[config.mk]
export PLATFORM = sky130hd
export DESIGN_NAME = psf_divider
export DESIGN_NICKNAME = d
export VERILOG_FILES = /design/src/design/psf_divider.sv
export SDC_FILE = /design/constraint.sdc
export NUM_CORES = 1
export LEC_CHECK = 0
export BUFFER_PORTS_ARGS = -buffer_cell sky130_fd_sc_hd__buf_2
export CAP_MARGIN = 20
export CELL_PAD_IN_SITES_DETAIL_PLACEMENT = 1
export CELL_PAD_IN_SITES_GLOBAL_PLACEMENT = 1
export CORE_MARGIN = 2
export CORE_UTILIZATION = 43
export CTS_CLUSTER_SIZE = 40
export DETAILED_ROUTE_END_ITERATION = 10
export PLACE_DENSITY_LB_ADDON = 0.15
export SLEW_MARGIN = 20
export SYNTH_ARGS = -nofsm -noshare
export SYNTH_HDL_FRONTEND = slang
export SYNTH_SLANG_ARGS = --single-unit
[constraint.sdc]
create_clock -name clk -period 5.1 [get_ports clk]
set_input_delay 0.255 -clock clk [delete_from_list [all_inputs] [get_ports clk]]
set_output_delay 0.255 -clock clk [all_outputs]
set_load 0.02 [all_outputs]
[src/design/psf_divider.sv]
`default_nettype none
// restoring divider, one quotient bit per cycle
module psf_divider #(
  parameter int VW = 32
) (
  input  wire logic          clk,
  input  wire logic          rst,
  input  wire logic          start,
  input  wire logic [VW-1:0] dividend,
  input  wire logic [VW-1:0] divisor,
  output logic               done,
  output logic [VW-1:0]      quotient,
  output logic [VW-1:0]      remainder
);
  localparam int CW = $clog2(VW + 1);
  logic [CW-1:0] count;
  logic          busy;
  logic [VW-1:0] dvs;
  logic [VW:0]   trial;

  assign trial = {remainder, quotient[VW-1]} - {1'b0, dvs};

  always_ff @(posedge clk) begin
    if (rst) begin
      busy <= 1'b0;
      done <= 1'b0;
      count <= '0;
    end else begin
      done <= 1'b0;
      if (start) begin
        busy <= 1'b1;
        count <= CW'(VW);
        quotient <= dividend;
        remainder <= '0;
        dvs <= divisor;
      end else if (busy) begin
        if (trial[VW]) begin
          remainder <= {remainder[VW-2:0], quotient[VW-1]};
          quotient <= {quotient[VW-2:0], 1'b0};
        end else begin
          remainder <= trial[VW-1:0];
          quotient <= {quotient[VW-2:0], 1'b1};
        end
        count <= count - 1'b1;
        if (count == CW'(1)) begin
          busy <= 1'b0;
          done <= 1'b1;
        end
      end
    end
  end
endmodule
`default_nettype wire

==> reports/qor.yml, run 1 <==
dp_hpwl_um: 12700
ant_nets: 0
fin_cells: 875
ys_seq_elements: 104
synthArstFlopShare_pct: 0
min_period_ps: 3860
yosys_warnings: 0
n_antenna_cell: 0
placedInstanceArea_um2: 7020
core_area_um2: 14000
clockPowerShare_pct: 27.4
netlist_instances: 568
worst_path_dominant_cell_family: "compound AO/OA/AOI/OAI gates"
fin_nets: 792
fin_crit_sh_pct: 75.6
cts_tree: "yes"
portBuffers: 131
place_inst: 859
hp-class: "input port to register"
p_int_mw: 1.66
criticalPathCategory: "register to register"
worst_slack_ps: 1240
die_h_um: 124
fin_skew_ps: 8.88
syn-cell-area_um2: 6230
status: "complete, no violations"
maxSlewHeadroom_pct: 38.2
worstSetupStartpointType: "register"
postSynthAreaPerCell_um2: 11.0
grt_remaining_overflow: 0
synth.area.mux_share_pct: 8.34
synthXorXnorAreaFrac_pct: 3.66
power_frac_seq_pct: 42.2
cts_made_buffers: 9
synth_cell_types: 60
rsz0062_at_grt: "no"
p_leak_nw: 3.05
num_vias: 4869
critical-path-max-stage-delay_ps: 670
synth_nets: 670
post-route-util_pct: 52.0
r2r_start: "quotient[31]$_DFFE_PP_"
r2r_setup_slack_ps: 1240
swShare_pct: 33.8
r2r-end: "remainder[26]$_SDFFCE_PP0P_"
wl_per_cell_um: 19.2
whs_path_depth: 1
path_max_fanout: 12
place_ws_ps: 1340
hold_buffers: 0
irDropWorstVdd_mv: 0.254
dr.pass1.iters: 4
ff2ff_path_depth: 11
synth_compound_gate_area_share_pct: 15.2
grt_pass1_wl_um: 27500
n_fill_cell: 1589
die_x_um: 124
holdWs_ps: 66.1
cts.repair.resized: 0
drive_gt1_share_pct: 28.5
cap_violations: 0
cts_max_level: 3
worstHoldEndpoint: "dvs[2]$_DFFE_PP_"
slew_violations: 0
viasPerCell: 5.56
path_clk_slew_ps: 80
finalHoldViolCount: 0
yosysSeqAreaShare_pct: 48.8
synth_top_family_by_area: "compound AO/OA/AOI/OAI gates"
worstPathArrival_ps: 3970
syn_to_final_growth_pct: 17.3
clock_latency_ps: 360
final.setup.tns_ps: 0
crit_chain: "inv_1, ha_1, fa_1, nand2b_1, a21o_1, a31o_2, a211oi_1, o31ai_2, or3_1, and2_1, o21a_1"
critPathBufInv: 1
required_ps: 5210
post_cts.repair.setup_buffers: 0
synth_edf_count: 96
fp-row-count: 43
start_util_pct: 44.4
drtIter0Drc: 258
totalWireLength_um: 16800
finalPower_mw: 2.51
cts_root_buf: "clkbuf_16"
pin_count: 132
cp.depth: 11
drc: 0
grt_max_degree: 65
clock_path_buffers: 2
setup_viol: 0
slowest_stage: "or3_1"
p_per_area_nw_per_um2: 343
synthSimpleGateAreaFrac_pct: 11.6
die_area_um2: 15500
grt_pass1_vias: 5186
hp-start: "divisor[2]"
design_area_um2: 7300
fmax_ghz: 0.259
p_switching_mw: 0.847
power_frac_comb_pct: 30.4
grt_use_total_pct: 22.2
place_congestion: 0.884
synthFlopType: "edfxtp_1"
worst_pin_slew_ps: 927
antenna_found_initial: 0
clock-sinks: 104
crit_path_end_kind: "register"
synth_fa_ha_area_share_pct: 7.15
layer usage:
layer | vias up | GRT usage, % | share of wire [%]
met2 | 130 | 36.6 | 47
met1 | 2359 | 28.5 | 45
met4 | 0 | 7.34 | 2.1
li1 | 2358 | - | -
met5 | - | 0 | 0
met3 | 22 | 5.50 | 5.5
sequential cells by signal, summed over array words and instances, names as in the netlist:
signal and cells:
remainder 32, dvs 32, quotient 32, count 6, busy 1, done 1
Yosys cell counts (all sizes together) (7+ instances only):
cell type	n	area (µm²)
edfxtp	96	2880
mux2	31	349
ha	34	425
nand2	28	105
mux2i	17	170
dfxtp	8	160
a211oi	17	163
inv	45	169
nor2	52	195
nor3	15	75.1
a21o	10	75.1
xnor2	19	166
a21oi	36	180
clkbuf	16	60.1
xor2	7	61.3
nand3	10	50.1
and3	7	43.8
buf	10	92.6
o21a	10	75.1
o21ai	17	85.1
power by group through the flow:
stage	clock network, mW	logic (mW)	registers (mW)
floorplan	0	0.514	1.13
global placement	0	0.746	1.07
detailed placement	0	0.762	1.08
CTS	0.708	0.768	1.06
global route	0.734	0.842	1.07
finish	0.686	0.763	1.06
logic make-up (layout without fill, tap and decap cells):
kind of cell / after synthesis / count (layout)
buffers and inverters: 71 / 198
multiplexers: 48 / 48
flip-flops: 104 / 104
adder cells (fa/ha/maj): 35 / 35
AND/OR/NAND/NOR: 150 / 150
AO/OA/AOI/OAI: 134 / 134
XOR/XNOR: 26 / 26
placed cells by master (no fill, tap or decap), types with 8 or more instances in the layout:
cell type,synthesis,final
nor3_1,15,14
clkbuf_16,0,9
o21ai_0,17,17
ha_1,34,34
inv_1,45,45
nor2_1,52,51
buf_2,4,131
mux2_2,31,31
nand2_1,28,28
a21oi_1,36,35
a21o_1,10,10
a211oi_1,10,10
xnor2_1,19,19
mux2i_1,17,17
nand3_1,10,10
dfxtp_1,8,8
edfxtp_1,96,96
o21a_1,10,10
how the worst max path moves through the flow:
stage | startpoint | to | slack (ps)
floorplan | start | quotient[0]$_DFFE_PP_ | 710
global placement | quotient[31]$_DFFE_PP_ | remainder[26]$_SDFFCE_PP0P_ | 1400
detailed placement | quotient[31]$_DFFE_PP_ | remainder[26]$_SDFFCE_PP0P_ | 1340
CTS | quotient[31]$_DFFE_PP_ | remainder[26]$_SDFFCE_PP0P_ | 1260
global route | quotient[31]$_DFFE_PP_ | remainder[26]$_SDFFCE_PP0P_ | 1080
finish | quotient[31]$_DFFE_PP_ | remainder[26]$_SDFFCE_PP0P_ | 1240
layout make-up:
type	instances	area [µm²]	share of cell area, %
Sequential cell	104	3040	41.7
Multi-Input combinational cell	393	2880	39.5
Timing Repair Buffer	137	701	9.59
Clock buffer	10	229	3.13
Tap cell	180	225	3.08
Inverter	45	169	2.31
Clock inverter	6	53.8	0.737
(Power assumes the default switching activity.)
==> inputs of run 2 (changes only) <==
Clock period 5.1 ns to 3.97 ns, I/O delays scaled along.
==> run 2 against run 1 <==
  * Critical path depth grew 1
  * Maximum frequency grew 10%
  * Non-clock buffer count grew 4
==> reports/qor.yml, run 2 (same netlist as run 1, synthesis figures left out) <==
status: "complete, no violations"
cts_tree: "yes"
clock_latency_ps: 350
die_area_um2: 15500
crit_path_end_kind: "register"
antenna_found_initial: 0
post_cts.repair.setup_buffers: 0
n_antenna_cell: 0
fin_skew_ps: 7.03
cts_root_buf: "clkbuf_16"
rsz0062_at_grt: "no"
p_leak_nw: 3.08
final_common_cell: "buf_2"
fmax_ghz: 0.286
fin_crit_sh_pct: 88.2
place_congestion: 0.915
power_frac_comb_pct: 30.5
reg_top3: "dvs (32), quotient (32), remainder (32)"
grt_max_degree: 65
portBuffers: 131
critical-path-max-stage-delay_ps: 520
core_area_um2: 14000
hp-class: "input port to register"
worstSetupStartpointType: "register"
placedInstanceArea_um2: 7060
slew_violations: 0
slowest_stage: "or3_1"
viasPerCell: 5.61
fin_nets: 796
finalHoldViolCount: 0
worst_pin_slew_ps: 1010
final_cell_mix: "131 x buf_2, 96 x edfxtp_1, 51 x nor2_1, 45 x inv_1, 35 x a21oi_1"
cts.repair.resized: 0
die_h_um: 124
cts_max_level: 3
cts_made_buffers: 9
pin_count: 132
grt_pass1_vias: 5304
maxSlewHeadroom_pct: 32.6
drtIter0Drc: 240
design_area_um2: 7360
p_int_mw: 2.20
critPathBufInv: 2
ant_nets: 0
fp-row-count: 43
holdWs_ps: 20.1
grt_pass1_wl_um: 28000
worstPathArrival_ps: 3610
r2r_setup_slack_ps: 470
crit_chain: "inv_1, ha_1, fa_1, nand2b_1, a21o_1, a31o_2, a211oi_1, o31ai_2, or3_1, buf_4, mux2i_1, and2_1"
post-route-util_pct: 52.4
grt_use_total_pct: 22.5
cap_violations: 0
irDropWorstVdd_mv: 0.206
final.setup.tns_ps: 0
min_period_ps: 3500
die_x_um: 124
drc: 0
drive_gt1_share_pct: 28.8
dp_hpwl_um: 12800
p_switching_mw: 1.07
totalWireLength_um: 17000
syn_to_final_growth_pct: 18.1
power_frac_seq_pct: 41.7
worst_path_dominant_cell_family: "compound AO/OA/AOI/OAI gates"
required_ps: 4080
grt_remaining_overflow: 0
num_vias: 4928
path_clk_slew_ps: 70
path_max_fanout: 6
clock-sinks: 104
wl_per_cell_um: 19.4
clockPowerShare_pct: 27.8
start_util_pct: 44.4
clock_path_buffers: 2
p_per_area_nw_per_um2: 444
n_fill_cell: 1594
setup_viol: 0
hold_buffers: 0
swShare_pct: 32.7
criticalPathCategory: "register to register"
dr.pass1.iters: 4
[run 2: routing by layer]
| layer | track usage (%) | routed length, µm |
|---|---|---|
| met1 | 29.0 | 7730 |
| met2 | 37.3 | 8050 |
| met3 | 4.90 | 894 |
| met4 | 7.87 | 375 |
| met5 | 0 | 0 |
[run 2: path summary, 6_finish.rpt]
kind,from,end,cells after the start
worst min-delay path,divisor[21],dvs[21]$_DFFE_PP_,1
worst min register to register,count[1]$_SDFFE_PP0P_,count[1]$_SDFFE_PP0P_,2
worst max register to register,quotient[31]$_DFFE_PP_,remainder[1]$_SDFFCE_PP0P_,12
worst max-delay path,quotient[31]$_DFFE_PP_,remainder[1]$_SDFFCE_PP0P_,12
[run 2: final cells by class]
| type | count | area (µm²) | share of cell area [%] |
|---|---|---|---|
| clock buffer | 10 | 229 | 3.11 |
| tap | 180 | 225 | 3.06 |
| multi-input combinational | 393 | 2880 | 39.2 |
| timing repair buffer | 141 | 743 | 10.1 |
| clock inverter | 6 | 65.1 | 0.884 |
| sequential | 104 | 3040 | 41.4 |
| inverter | 45 | 169 | 2.30 |
[run 2: through the flow]
| step | setup slack, ps | power [mW] | instances |
|---|---|---|---|
| after floorplan | 692 | 2.10 | 568 |
| after global placement | 562 | 2.35 | 863 |
| after detailed placement | 450 | 2.38 | 863 |
| after CTS | 428 | 3.29 | 879 |
| after global routing | 343 | 3.45 | 879 |
| final | 470 | 3.27 | 879 |
[run 2: power groups by stage]
stage	Sequential [mW]	Clock (mW)	Combinational, mW
finish	1.36	0.909	0.997
global route	1.37	0.976	1.10
CTS	1.36	0.931	0.999
detailed placement	1.39	0	0.992
global placement	1.38	0	0.965
floorplan	1.44	0	0.660
==> inputs of run 3 (changes only) <==
Settings changed: CORE_UTILIZATION 43 to 44, CTS_BUF_LIST from default to sky130_fd_sc_hd__clkbuf_2 sky130_fd_sc_hd__clkbuf_4 sky130_fd_sc_hd__clkbuf_8, HOLD_SLACK_MARGIN from default to 0.12.
==> run 3 against run 2 <==
  * Non-clock buffer count increased by 65
  * Critical path type unchanged
  * Highest routed layer unchanged
  * Routed wire length increased by 14%
  * Largest cell class unchanged
  * Critical endpoint is now remainder[29]$_SDFFCE_PP0P_
  * Cell area increased by 8.2%
  * Clock skew increased by 12 ps
==> reports/qor.yml, run 3 (same netlist as run 1, synthesis figures left out) <==
status: "complete, no violations"
path_clk_slew_ps: 110
worstPathArrival_ps: 3820
p_switching_mw: 1.09
die_x_um: 123
n_antenna_cell: 0
worstSetupStartpointType: "register"
fp-row-count: 43
wl_per_cell_um: 20.7
grt_remaining_overflow: 0
rsz0062_at_grt: "no"
hp-class: "input port to register"
fmax_ghz: 0.269
num_vias: 5261
ff2ff_path_depth: 12
swShare_pct: 33.9
clock_path_buffers: 2
min_period_ps: 3710
portBuffers: 131
power_frac_seq_pct: 42.4
criticalPathCategory: "register to register"
final_cell_mix: "131 x buf_2, 96 x edfxtp_1, 65 x dlygate4sd3_1, 51 x nor2_1, 45 x inv_1"
irDropWorstVdd_mv: 0.242
n_fill_cell: 1508
regArea_um2: 3040
place_congestion: 0.931
clock-sinks: 104
die_area_um2: 15100
fin_crit_sh_pct: 93.5
drive_gt1_share_pct: 26.6
place_ws_ps: 342
whs_path_depth: 3
finalHoldViolCount: 0
worst_path_dominant_cell_family: "compound AO/OA/AOI/OAI gates"
reg_top3: "dvs (32), quotient (32), remainder (32)"
syn_to_final_growth_pct: 27.8
worst_slack_ps: 257
power_frac_comb_pct: 32.9
ant_nets: 0
grt_max_degree: 65
clockPowerShare_pct: 24.7
grt_use_total_pct: 26.3
fin_nets: 861
critPathBufInv: 2
cp.depth: 12
viasPerCell: 5.57
maxSlewHeadroom_pct: 41.6
final_common_cell: "buf_2"
p_int_mw: 2.13
cts_root_buf: "clkbuf_8"
dr.pass1.iters: 4
cts_tree: "yes"
totalWireLength_um: 19500
final.setup.tns_ps: 0
start_util_pct: 44.9
worst_pin_slew_ps: 876
grt_pass1_wl_um: 30100
crit_path_end_kind: "register"
dp_hpwl_um: 13200
cap_violations: 0
r2r_setup_slack_ps: 260
antenna_found_initial: 0
path_max_fanout: 7
drtIter0Drc: 363
multi_input_area_um2: 2880
setup_viol: 0
p_per_area_nw_per_um2: 405
die_h_um: 123
pin_count: 132
fin_skew_ps: 18.8
cts_max_level: 3
grt_pass1_vias: 5564
drc: 0
crit_chain: "inv_1, ha_1, fa_1, nand2b_1, a21o_1, a31o_2, a211oi_1, o31ai_2, or3_1, buf_4, nand2_1, a21oi_1"
slowest_stage: "or3_1"
slew_violations: 0
critical-path-max-stage-delay_ps: 570
cts_made_buffers: 9
required_ps: 4080
p_leak_nw: 3.33
clock_latency_ps: 400
core_area_um2: 13900
==> run 3: layer usage <==
layer / track usage, % / routed length, µm
met1: 33.3 / 8420
met2: 45.2 / 9620
met3: 6.50 / 1140
met4: 6.39 / 316
met5: 0 / 0
==> run 3: timing repair <==
item                       CTS  global route
hold buffers                65             0
setup buffers                0             0
hold endpoints to repair    65             0
setup endpoints to repair    0             0
gates resized for setup      0             0
==> run 3: stage by stage <==
step / hold slack, ps / utilization (%) / cell area [µm²] / total power, mW / cells
after floorplan: 268 / - / 6230 / 2.10 / 568
after global placement: 374 / 50.8 / 7060 / 2.35 / 862
after detailed placement: 377 / 50.8 / 7060 / 2.38 / 862
after CTS: 218 / 57.1 / 7930 / 3.21 / 943
after global routing: 299 / 57.3 / 7960 / 3.37 / 944
final: 221 / 57.3 / 7960 / 3.22 / 944
==> run 3: area by class of cell <==
type	instances	area share, %
repair buffers	206	17.8
well taps	180	2.83
flip-flops and latches	104	38.2
inverters	45	2.12
multi-input cells	393	36.2
clock buffers	12	1.84
clock inverters	4	0.975
==> run 3: tightest hold or removal path, stage by stage <==
cell and delay [ps]:
buf_2 90, inv_1 150, a21oi_1 150
==> run 3: worst paths after layout <==
check	to	from
worst max-delay path	remainder[29]$_SDFFCE_PP0P_	quotient[31]$_DFFE_PP_
worst min register to register	count[0]$_SDFFE_PP0P_	count[0]$_SDFFE_PP0P_
worst min-delay path	count[5]$_SDFFE_PP0N_	start
worst max register to register	remainder[29]$_SDFFCE_PP0P_	quotient[31]$_DFFE_PP_
==> run 3: power by group through the flow <==
stage                     clock network (mW)  registers [mW]  logic (mW)
after detailed placement                   0            1.39       0.993
after CTS                              0.801            1.37        1.05
after global placement                     0            1.38       0.963
after global routing                   0.832            1.38        1.16
final                                  0.797            1.37        1.06
after floorplan                            0            1.44       0.660
